--- src/hdl/lars_line_buf.sv ---
module lars_line_buf #(
  parameter int DEPTH = 2048
) (
  input  logic                     clk,
  input  logic                     wr_en,
  input  logic [$clog2(DEPTH)-1:0] wr_addr,
  input  logic [1:0]               wr_data,
  input  logic [$clog2(DEPTH)-1:0] rd_addr,
  output logic [1:0]               rd_data
);

  // bit0: row r-2, bit1: row r-1
  logic [1:0] mem [DEPTH];
  logic [1:0] rd_data_r;

  always_ff @(posedge clk) begin
    if (wr_en) begin
      mem[wr_addr] <= wr_data;
    end
  end

  always_ff @(posedge clk) begin
    rd_data_r <= mem[rd_addr];
  end

  assign rd_data = rd_data_r;

endmodule

--- config.mk ---
export PLATFORM = sky130hd
export DESIGN_NAME = lars_line_buf
export DESIGN_NICKNAME = d
export VERILOG_FILES = /design/src/hdl/lars_line_buf.sv
export SDC_FILE = /design/constraint.sdc
export NUM_CORES = 2
export LEC_CHECK = 0
export BUFFER_PORTS_ARGS = -buffer_cell sky130_fd_sc_hd__buf_4
export CORE_AREA = 8 8 609 611
export DETAILED_ROUTE_END_ITERATION = 10
export DIE_AREA = 0 0 617 619
export PLACE_DENSITY_LB_ADDON = 0.12
export REMOVE_ABC_BUFFERS = 1
export SETUP_SLACK_MARGIN = 0.3
export SYNTH_ARGS = -nofsm -noshare
export SYNTH_HDL_FRONTEND = slang
export SYNTH_SLANG_ARGS = --single-unit
--- constraint.sdc ---
create_clock -name clk -period 6.8 [get_ports clk]
set_input_delay 1.36 -clock clk [delete_from_list [all_inputs] [get_ports clk]]
set_output_delay 1.36 -clock clk [all_outputs]
set_load 0.05 [all_outputs]
==> qor.json <==
{
  "global_routing": {
    "grt_first_pass_wirelength_mm": 737.5,
    "grt_remaining_overflow": 0,
    "gr-usage-all-layers_pct": 26.97,
    "pin_count_of_the_biggest_net_entering_global_routing": 225,
    "grt_pass1_vias": 98073,
    "grt_antenna_before_repair": 61
  },
  "logic_synthesis": {
    "synth-seq-area-share_pct": 72.89,
    "number_of_storage_elements_in_the_synthesis_netlist": 4098,
    "synth.largest_area_cell": "sky130_fd_sc_hd__edfxtp_1",
    "postSynthAreaPerCell_sq_um": 16.59,
    "number_of_enable_flip_flop_cells_after_synthesis": 4096,
    "asyncSetResetFlopFracSynth_pct": 0,
    "syn-instance-count": 10174,
    "yosysWarningCount": 0,
    "ys.flop_type": "sky130_fd_sc_hd__edfxtp_1",
    "synth_area_sq_um": 168800,
    "synth_cell_types": 81,
    "synth_largest_type_area_fraction_pct": 72.87,
    "synth_area_leaders": "sky130_fd_sc_hd__edfxtp_1 73%, sky130_fd_sc_hd__mux4_2 8.2%, sky130_fd_sc_hd__nor2_1 4.9%"
  },
  "place": {
    "routabilityCongestion": 0.8396,
    "place.detailed.hpwl_mm": 309.3,
    "io_buffers": 27,
    "place_inst": 14486
  },
  "drt": {
    "route.vias.total": 97095,
    "vias_per_cell": 6.350,
    "drt_pre_antenna_iters": 6,
    "detailedRoute.firstIterationViolations": 14914,
    "avgRoutedWirePerCell_um": 34.42,
    "drc": 0,
    "detail_route.wirelength_mm": 526.2,
    "antenna_left": 0
  },
  "die": {
    "area_inside_the_core_boundary_sq_um": 360900,
    "floorplan.initialDensity_pct": 46.77,
    "floorplan.io_pins": 28,
    "floorplan_row_count": 221,
    "floorplan.die.height_um": 619,
    "die_w_um": 617,
    "floorplan.die_area_sq_um": 381900
  },
  "timing": {
    "final.setup.tns_ns": 0,
    "timing.fmax_ghz": 0.1795,
    "finalMaxSlewViolations": 0,
    "skew_ns": 0.05193,
    "hold_viol_final": 0,
    "rsz0062_at_grt": "no",
    "final.period_utilization_pct": 81.93,
    "setup-violations-final": 0,
    "period_minus_slack_ns": 5.571,
    "max-slew-margin-rel_pct": 2.028,
    "worst_pin_slew_ns": 1.462
  },
  "cells_and_area": {
    "num-fill-cells": 29308,
    "final_common_cell": "sky130_fd_sc_hd__edfxtp_1",
    "mostFrequentLayoutCells": "4096 x sky130_fd_sc_hd__edfxtp_1, 2176 x sky130_fd_sc_hd__nor2_1, 798 x sky130_fd_sc_hd__mux2i_1, 612 x sky130_fd_sc_hd__mux4_2, 439 x sky130_fd_sc_hd__clkbuf_16",
    "finalNonFillerCells": 15290,
    "final_nets": 10152,
    "fin_util_pct": 52.13,
    "proportion_of_layout_cells_with_a_drive_suffix_above_1_pct": 16.15,
    "layout-area-overhead-vs-synth_pct": 11.44
  },
  "setup_path": {
    "rr_startpoint": "mem[257][0]",
    "timing.reg2reg.worst_path_depth": 11,
    "worst_r2r_end": "rd_data[0]",
    "critPathKind": "in2reg",
    "critical_path_peak_fanout": 46,
    "crit_required_ns": 7.72,
    "timing.reg2reg.setup_slack_ns": 2.60,
    "worst_setup_path_end_kind": "flop",
    "critical_path_arrival_ns": 6.49,
    "worstSetupStartpointType": "primary input"
  },
  "worst_hold_path": {
    "whs_path_depth": 1,
    "hold_path_class": "in2reg",
    "hold-path-endpoint": "mem[882][1]",
    "worstHoldStart": "wr_data[1]"
  },
  "clocking": {
    "clock_transition_at_the_registers_of_the_reported_paths_ns": 0.06,
    "cts_post_setup_buffers_inserted": 0,
    "cts_tree": "yes",
    "cts.repair.resized": 0,
    "cts_made_buffers": 432,
    "clock_tree.buffer_depth": 4,
    "clkSinkCount": 4098,
    "cts_htree_levels": 5,
    "worst_skew_pair.late_latency_ns": 0.99,
    "postCtsHoldBufs": 0,
    "clock-root-buffer": "sky130_fd_sc_hd__clkbuf_16"
  },
  "flow_run": {
    "timing.max_cap.violations": 1
  },
  "power": {
    "peakVddDrop_v": 0.0002224,
    "ratio_of_total_power_to_cell_area_nw_per_um2": 285.4,
    "power.static_leakage_uw": 0.05805
  },
  "status": {
    "failing_checks": "capacitance limit",
    "run_status": "finished, violations left"
  }
}
## cell usage after synthesis (all sizes together) (20+ instances only)
master / n
and2: 20
nand3: 81
o22ai: 178
o21ai: 123
nor2: 2181
clkbuf: 464
o221ai: 254
a211oi: 63
nand4: 26
mux2i: 798
nor3: 164
nand2: 230
mux4: 639
mux2: 22
a21oi: 149
nor4: 61
a2111oi: 28
buf: 388
edfxtp: 4096
## area by class of cell
cell class                      count  area [sq um]  share of cell area [%]
Sequential cell                  4098        123000                   65.41
Multi-Input combinational cell   5219         41310                   21.96
Clock buffer                      520         11290                   6.002
Tap cell                         4794          5998                   3.189
Timing Repair Buffer              371          3859                   2.051
Clock inverter                    270          2544                   1.352
Antenna cell                       14         35.03                 0.01863
Inverter                            4         27.53                 0.01463
## per-stage QoR
| stage | hold slack [ns] | worst slack (ns) | instance area, sq um | total power, uW |
|---|---|---|---|---|
| finish | 0.9031 | 1.229 | 188100 | 53670 |
| global route | 0.8501 | 1.212 | 188100 | 54980 |
| CTS | 0.8360 | 1.444 | 188100 | 53930 |
| detailed placement | 1.273 | 0.4577 | 174200 | 30950 |
| global placement | 1.242 | -0.2547 | 174200 | 30920 |
| floorplan | 0.9408 | -3.347 | 163700 | 29300 |
## where the power goes
group	internal, uW	leakage [uW]	switching, uW
Clock	13300	0.00675	9890
Sequential	27800	0.0368	15.0
Combinational	792	0.0145	1830
## state kept, by name, summed over array words and instances, names as in the netlist
signal and cells:
mem 4096, rd_data 2
## worst max-delay path by stage
stage | start | end | slack [ns] | cells past startpoint
2_1_floorplan | rd_addr[2] | rd_data[0] | -3.35 | 7
3_3_place_gp | rd_addr[0] | rd_data[0] | -0.25 | 12
3_5_place_dp | rd_addr[1] | rd_data[0] | 0.46 | 13
4_1_cts | rd_addr[1] | rd_data[0] | 1.44 | 13
5_1_grt | rd_addr[0] | rd_data[0] | 1.21 | 13
6_report | rd_addr[0] | rd_data[0] | 1.23 | 13
## logic make-up (layout without fill, tap and decap cells)
kind of cell | Yosys count | count (layout) | synth area share [%]
mux | 1459 | 1459 | 13.46
simple gates | 2850 | 2850 | 6.869
compound gates | 910 | 910 | 3.776
flops | 4098 | 4098 | 72.89
buf+inv | 857 | 1165 | 2.996
other cells | 0 | 14 | 0
## worst max-delay path, cell delays in order
cell,delay [ns]
sky130_fd_sc_hd__buf_16,0.34
sky130_fd_sc_hd__buf_12,0.39
sky130_fd_sc_hd__buf_4,0.52
sky130_fd_sc_hd__mux2i_1,0.14
sky130_fd_sc_hd__o22ai_1,0.22
sky130_fd_sc_hd__o22ai_1,0.16
sky130_fd_sc_hd__o31ai_1,0.89
sky130_fd_sc_hd__o21ai_0,0.65
sky130_fd_sc_hd__buf_4,0.35
sky130_fd_sc_hd__a2111oi_1,0.38
sky130_fd_sc_hd__clkdlybuf4s18_2,0.34
sky130_fd_sc_hd__nor4b_2,0.37
sky130_fd_sc_hd__or3_1,0.18
## per-layer routing
metal / track usage, % / vias up / wire length [um] / part of all wire, %
li1: - / 39708 / - / -
met1: 38.27 / 51455 / 212100 / 40
met2: 43.05 / 5095 / 247300 / 47
met3: 4.853 / 827 / 50420 / 9.6
met4: 7.735 / 10 / 16280 / 3.1
met5: 0 / - / 69 / 0.013
Note: power is estimated with default switching activity, not from simulation.
