`src/hdl/lars_pkg.sv`:
```
package lars_pkg;

  // Configuration register indexes
  localparam logic [0:0] REG_GRID_WIDTH  = 1'b0;
  localparam logic [0:0] REG_GRID_HEIGHT = 1'b1;

  localparam int GW_BITS  = 12;  // grid_width register bits
  localparam int GH_BITS  = 16;  // grid_height register bits
  localparam int CFG_BITS = 16;  // config data bits (widest register)
  localparam int MIN_DIM  = 3;   // smallest legal width and height

  // B3/S23
  localparam logic [3:0] RULE_BIRTH        = 4'd3;
  localparam logic [3:0] RULE_SURVIVE_LO   = 4'd2;
  localparam logic [3:0] RULE_SURVIVE_HI_X = 4'd4;

  // One window column: bit0 top, bit1 middle, bit2 bottom
  typedef logic [2:0] col_t;
  typedef logic [1:0] pop_t;

endpackage

```
`src/hdl/lars_cell.sv`:
```
module lars_cell (
  input  logic              clk,
  input  logic              rst_n,
  input  logic              clr,
  input  logic              shift,
  input  lars_pkg::col_t    d,
  output lars_pkg::col_t    q,
  output lars_pkg::pop_t    pop
);

  lars_pkg::col_t col_r;
  lars_pkg::col_t col_nxt;

  always_comb begin
    col_nxt = col_r;
    if (clr) begin
      col_nxt = '0;
    end else if (shift) begin
      col_nxt = d;
    end
  end

  always_ff @(posedge clk) begin
    if (!rst_n) begin
      col_r <= '0;
    end else begin
      col_r <= col_nxt;
    end
  end

  assign q   = col_r;
  // live cells in this column
  assign pop = 2'(col_r[0]) + 2'(col_r[1]) + 2'(col_r[2]);

endmodule

```
`config.mk`:
```
export PLATFORM = sky130hd
export DESIGN_NAME = lars_cell
export DESIGN_NICKNAME = d
export VERILOG_FILES = /design/src/hdl/lars_pkg.sv /design/src/hdl/lars_cell.sv
export SDC_FILE = /design/constraint.sdc
export NUM_CORES = 1
export LEC_CHECK = 0
export ABC_CLOCK_PERIOD_IN_PS = 1140
export CORE_AREA = 2 2 39 41
export DETAILED_ROUTE_END_ITERATION = 10
export DIE_AREA = 0 0 41 43
export DONT_BUFFER_PORTS = 1
export PLACE_DENSITY = 0.3
export SKIP_LAST_GASP = 1
export SLEW_MARGIN = 30
export SYNTH_ARGS = -nofsm -noshare
export SYNTH_HDL_FRONTEND = slang
export SYNTH_SLANG_ARGS = --single-unit
```
`constraint.sdc`:
```
create_clock -name clk -period 1.14 [get_ports clk]
set_clock_uncertainty 0.05 [all_clocks]
set_input_delay 0.114 -clock clk [delete_from_list [all_inputs] [get_ports clk]]
set_output_delay 0.114 -clock clk [all_outputs]
set_load 0.005 [all_outputs]
```
==> out/qor.tcl, run 1 <==
set qor(gr-total-overflow) 0
set qor(leakage_nw) 0.0832
set qor(flow.area_growth_from_synthesis_pct) 52.9
set qor(overall_die_area_sq_um) 1760
set qor(setup_tns_ns) -0.159
set qor(layout_min_cycle_time_ns) 1.27
set qor(yosys_warn_count) 0
set qor(cp-end-kind) {output pin}
set qor(cts_tree) {yes}
set qor(synth_fp_nets) 19
set qor(synth.lib_cells_used.distinct) 5
set qor(fin_total_pwr_uw) 314
set qor(grt_setup_unrepaired) {yes}
set qor(worstPathBufferInverterCount) 0
set qor(clock_insertion_delay_worst_skew_ns) 0.23
set qor(layout-drive-gt1-share_pct) 23.5
set qor(final_cell_area_sq_um) 195
set qor(power-per-cell-area_nw_per_um2) 1610
set qor(dr_total_vias) 106
set qor(hold_class) {input port to flop}
set qor(crit_required_ns) 0.98
set qor(finalHoldViolCount) 0
set qor(timing.setup.critical_path_class) {flop to output pin}
set qor(clock_tree.root_cell) {clkbuf_4}
set qor(antenna_cells_inserted) 0
set qor(stdcell_count) 33
set qor(irDropWorstVdd_uv) 179
set qor(ys_ff_latch) 3
set qor(p_clk_share_pct) 57.4
set qor(relative_slew_slack_pct) 89.6
set qor(post_synth_mux_area_share_pct) 23.5
set qor(post-route-period-util_pct) 112
set qor(core_sq_um) 1380
set qor(worst_hold_slack_ns) 0.000755
set qor(netlist_instances) 11
set qor(part_of_the_total_power_dissipated_in_sequential_elements_pct) 36.2
set qor(placementRows) 14
set qor(post_drt_wl_per_cell_um) 9.18
set qor(synth_area_leader_cell) {dfxtp_1}
set qor(vertical_extent_of_the_die_um) 43
set qor(gp_congestion) 0.418
set qor(outcome) {complete, but fails checks}
set qor(setup_viol) 2
set qor(arrival_ns) 1.11
set qor(max_clock_freq_ghz) 0.784
set qor(post-route-util_pct) 14.1
set qor(synth_enable_flop_cells) 0
set qor(slew_at_the_pin_closest_to_its_max_slew_limit_ns) 0.151
set qor(clock_sinks) 3
set qor(port_buffers) 0
set qor(area_of_combinational_cells_with_multiple_inputs_sq_um) 67.6
set qor(syn_avg_cell_area_sq_um) 11.6
set qor(synth-seq-area-share_pct) 47.1
set qor(detailed_place.area_sq_um) 148
set qor(crit_path_start_kind) {flop}
set qor(yosys.area_share.simple_pct) 13.7
set qor(h-tree-depth) 1
set qor(p_sw_uw) 61.2
set qor(via_per_inst) 3.21
set qor(combinational_family_with_the_most_area_after_synthesis) {multiplexers}
set qor(timing.max_cap.violations) 0
set qor(timing.critical_path.slowest_cell_delay_ns) 0.55
set qor(internal_power_uw) 253
set qor(postCtsSetupRepairBufs) 0
set qor(crit_path_cell_trace) {fa_1}
set qor(ant_nets) 0
set qor(worst_setup_slack_final_ns) -0.135
set qor(floorplan.io_pins) 12
set qor(grt_start_max_net_pins) 4
set qor(design.final.nets) 26
set qor(clk_pin_slew_ns) 0.04
set qor(asyncSetResetFlopFracSynth_pct) 0
set qor(synth_area_leaders) {dfxtp_1, mux2i_1, fa_1}
set qor(grt.total_usage_pct) 4.41
set qor(post-place-ws_ns) 0.0764
set qor(sequential_standard_cell_area_sq_um) 61.3
set qor(failed_checks) {negative setup slack}
set qor(sw_frac_of_total_pct) 19.5
set qor(largest_register_ffs) 3
set qor(syn-cell-area_sq_um) 128
set qor(global_route_wire_length_before_repair_um) 434
set qor(synth_largest_type_area_fraction_pct) 47.1
set qor(synth_flop_cell) {dfxtp_1}
set qor(placedCellCount) 27
set qor(critical_path.max_fanout) 3
set qor(dr.pass1.iters) 4
set qor(total_length_of_routed_wires_um) 303
set qor(timing.critical_path.max_delay_family) {adder cells}
set qor(n_fill_cell) 154
set qor(fp.dieW_um) 41
set qor(initial_core_utilization_pct) 9.22
set qor(vias_in_the_first_global_route) 141
set qor(drt-initial-drc-count) 4
set qor(cts-buffers-inserted) 3
set qor(slew_violations) 0
set qor(synthAdderAreaFrac_pct) 15.7
set qor(clock_path_buffers) 2
set qor(synthXorXnorAreaFrac_pct) 0
set qor(post-route-drc-count) 0
set qor(grt_antenna_before_repair) 0
set qor(post_synth_top_cells) {dfxtp_1, mux2i_1, nor2_1}
set qor(critical-path-slowest-cell) {fa_1}
set qor(share_comb_of_total_power_pct) 6.4
set qor(synth_area_in_compound_gates_pct) 0
==> cell families (layout without fill, tap and decap cells) <==
family,after synthesis,after routing
flip-flops,3,3
AND/OR/NAND/NOR,4,4
adder cells (fa/ha/maj),1,1
buffers and inverters,0,6
multiplexers,3,3
==> per-layer routing <==
layer | vias up | global-route usage (%) | share of wire, %
li1 | 47 | - | -
met1 | 48 | 2.56 | 33
met2 | 11 | 6.56 | 52
met3 | 0 | 1.57 | 15
met4 | 0 | 8.00 | 0
met5 | - | 0 | 0
==> worst paths after layout <==
path,startpoint,slack [ns],cells past startpoint,endpoint
worst max register to register,q[2],0.43,2,q[2]
worst max-delay path,q[0],-0.13,1,pop[0]
worst min-delay path,d[1],0.0008,2,q[1]
worst min register to register,q[0],0.49,2,q[0]
==> area by class of cell <==
class / instances / share of cell area (%)
multi-input cells: 8 / 34.6
well taps: 16 / 10.3
flip-flops and latches: 3 / 31.4
repair buffers: 2 / 10.3
clock buffers: 4 / 13.5
==> power groups by stage <==
| stage | clock, mW | sequential (mW) | combinational [mW] |
|---|---|---|---|
| 2_1_floorplan | 0 | 0.114 | 0.0123 |
| 3_3_place_gp | 0 | 0.115 | 0.0144 |
| 3_5_place_dp | 0 | 0.115 | 0.0154 |
| 4_1_cts | 0.192 | 0.114 | 0.0211 |
| 5_1_grt | 0.197 | 0.114 | 0.0248 |
| 6_report | 0.180 | 0.114 | 0.0202 |
==> what timing repair did <==
| item | in CTS | in global routing |
|---|---|---|
| resized for setup | 1 | 0 |
| endpoints found under the setup margin | 2 | 2 |
| gates cloned | 0 | 0 |
| hold endpoints to repair | 1 | 0 |
| hold buffers | 2 | 0 |
==> cell usage in the layout, fill, tap and decap left out <==
cell	count
fa_1	1
clkbuf_1	1
nand2b_1	1
nor2_1	3
dfxtp_2	1
dfxtp_1	2
clkbuf_4	3
mux2i_1	3
dlygate4sd3_1	2
(Power assumes the default switching activity.)
==> run 2, diff against run 1 <==
--- a/config.mk
+++ b/config.mk
@@ -7,6 +7,7 @@
 export LEC_CHECK = 0
 export ABC_CLOCK_PERIOD_IN_PS = 1140
 export CORE_AREA = 2 2 39 41
+export CTS_BUF_LIST = sky130_fd_sc_hd__clkbuf_8
 export DETAILED_ROUTE_END_ITERATION = 10
 export DIE_AREA = 0 0 41 43
 export DONT_BUFFER_PORTS = 1
==> run 2 against run 1 <==
Effect of this change: the run still ends with negative setup slack left; worst setup slack better by 0.016 ns; combinational power down 29%; flip-flop and latch count unchanged; count of clock-buffer cells in the layout down 1; total power up 35%; worst hold slack better by 0.010 ns; critical path depth unchanged; die area unchanged; largest cell class unchanged; highest routed layer is now met4.
==> out/qor.tcl, run 2 (synthesized netlist as in run 1, its figures left out) <==
set qor(clock_sinks) 3
set qor(flow.area_growth_from_synthesis_pct) 52.0
set qor(clock_tree.root_cell) {clkbuf_8}
set qor(layout_min_cycle_time_ns) 1.26
set qor(via_per_inst) 3.26
set qor(worstPathBufferInverterCount) 0
set qor(initial_core_utilization_pct) 9.22
set qor(setup_viol) 2
set qor(grt_start_max_net_pins) 4
set qor(placedCellCount) 27
set qor(leakage_nw) 0.0868
set qor(vias_in_the_first_global_route) 113
set qor(clk_pin_slew_ns) 0.03
set qor(vertical_extent_of_the_die_um) 43
set qor(dr.pass1.iters) 3
set qor(max_clock_freq_ghz) 0.794
set qor(gr-total-overflow) 0
set qor(outcome) {complete, but fails checks}
set qor(post-route-period-util_pct) 110
set qor(design.final.nets) 24
set qor(global_route_wire_length_before_repair_um) 358
set qor(gp_congestion) 0.418
set qor(cts-buffers-inserted) 3
set qor(grt.total_usage_pct) 3.91
set qor(fp.dieW_um) 41
set qor(final_cell_area_sq_um) 194
set qor(timing.max_cap.violations) 0
set qor(crit_path_cell_trace) {fa_1}
set qor(core_sq_um) 1380
set qor(arrival_ns) 1.09
set qor(power-per-cell-area_nw_per_um2) 2190
set qor(slew_violations) 0
set qor(floorplan.io_pins) 12
set qor(h-tree-depth) 1
set qor(layout-drive-gt1-share_pct) 26.7
set qor(crit_path_start_kind) {flop}
set qor(timing.critical_path.slowest_cell_delay_ns) 0.55
set qor(failed_checks) {negative setup slack}
set qor(total_length_of_routed_wires_um) 271
set qor(finalHoldViolCount) 0
set qor(stdcell_count) 31
set qor(largest_register_ffs) 3
set qor(critical_path.max_fanout) 3
set qor(hold_class) {input port to flop}
set qor(antenna_cells_inserted) 0
set qor(irDropWorstVdd_uv) 390
set qor(crit_required_ns) 0.98
set qor(cts.hold.buffers_added) 0
set qor(post-route-drc-count) 0
set qor(timing.setup.critical_path_class) {flop to output pin}
set qor(drt-initial-drc-count) 6
set qor(clock_path_buffers) 2
set qor(most-common-layout-cells) {mux2i_1, nor2_1, clkbuf_8, dfxtp_1}
set qor(dr_total_vias) 101
set qor(slew_at_the_pin_closest_to_its_max_slew_limit_ns) 0.146
set qor(overall_die_area_sq_um) 1760
set qor(post_drt_wl_per_cell_um) 8.74
set qor(critical-path-slowest-cell) {fa_1}
set qor(cp-end-kind) {output pin}
set qor(n_fill_cell) 155
set qor(cts_tree) {yes}
set qor(detailed_place.area_sq_um) 148
set qor(placementRows) 14
set qor(worst_setup_slack_final_ns) -0.119
set qor(port_buffers) 0
set qor(grt_antenna_before_repair) 0
set qor(timing.critical_path.max_delay_family) {adder cells}
set qor(relative_slew_slack_pct) 90.0
set qor(clock_insertion_delay_worst_skew_ns) 0.21
set qor(ant_nets) 0
set qor(grt_setup_unrepaired) {yes}
[run 2: cell types whose count changed in the layout (fill, tap and decap cells not counted), sizes merged]
cell         change
clkbuf           -1
dlygate4sd3      -2
inv              +1
[run 2: power breakdown]
group	internal, mW	total [mW]	switching (mW)
clock network	0.229	0.296	0.0673
logic	0.00815	0.0143	0.00615
registers	0.110	0.114	0.00423
[run 2: worst paths after layout]
kind              start      to  slack, ns  depth (start not counted)
setup / recovery   q[0]  pop[0]      -0.12                          1
hold / removal     d[0]    q[0]       0.01                          2
setup reg to reg   q[2]    q[2]       0.44                          2
hold reg to reg    q[0]    q[0]       0.49                          2
[run 2: metrics by stage]
stage	setup WS, ns	hold slack [ns]	utilization [%]	power (mW)	TNS, ns
global route	-0.167	0.0208	14.0	0.448	-0.208
CTS	-0.128	0.0100	14.0	0.433	-0.150
finish	-0.119	0.0107	14.0	0.424	-0.129
global placement	0.0806	0.225	10.7	0.129	0
floorplan	0.107	0.211	-	0.126	0
detailed placement	0.0764	0.232	10.7	0.131	0
[run 2: layout make-up]
| type | count | area [sq um] | share of cell area (%) |
|---|---|---|---|
| clock inverter | 1 | 3.75 | 1.94 |
| multi-input combinational | 8 | 67.6 | 34.8 |
| tap | 16 | 20.0 | 10.3 |
| clock buffer | 3 | 41.3 | 21.3 |
| sequential | 3 | 61.3 | 31.6 |
[run 2: metal layers]
layer  share of wire, %  global-route usage [%]  wire, um
met2                 38                    4.69       103
met5                  0                       0         0
met1                 36                    2.88        98
met3                 20                    3.14        53
met4                5.9                    6.00        16
[run 2: what timing repair did]
action / in CTS / in global routing
endpoints found under the setup margin: 2 / 2
gates resized for setup: 1 / 0
setup buffers: 0 / 0
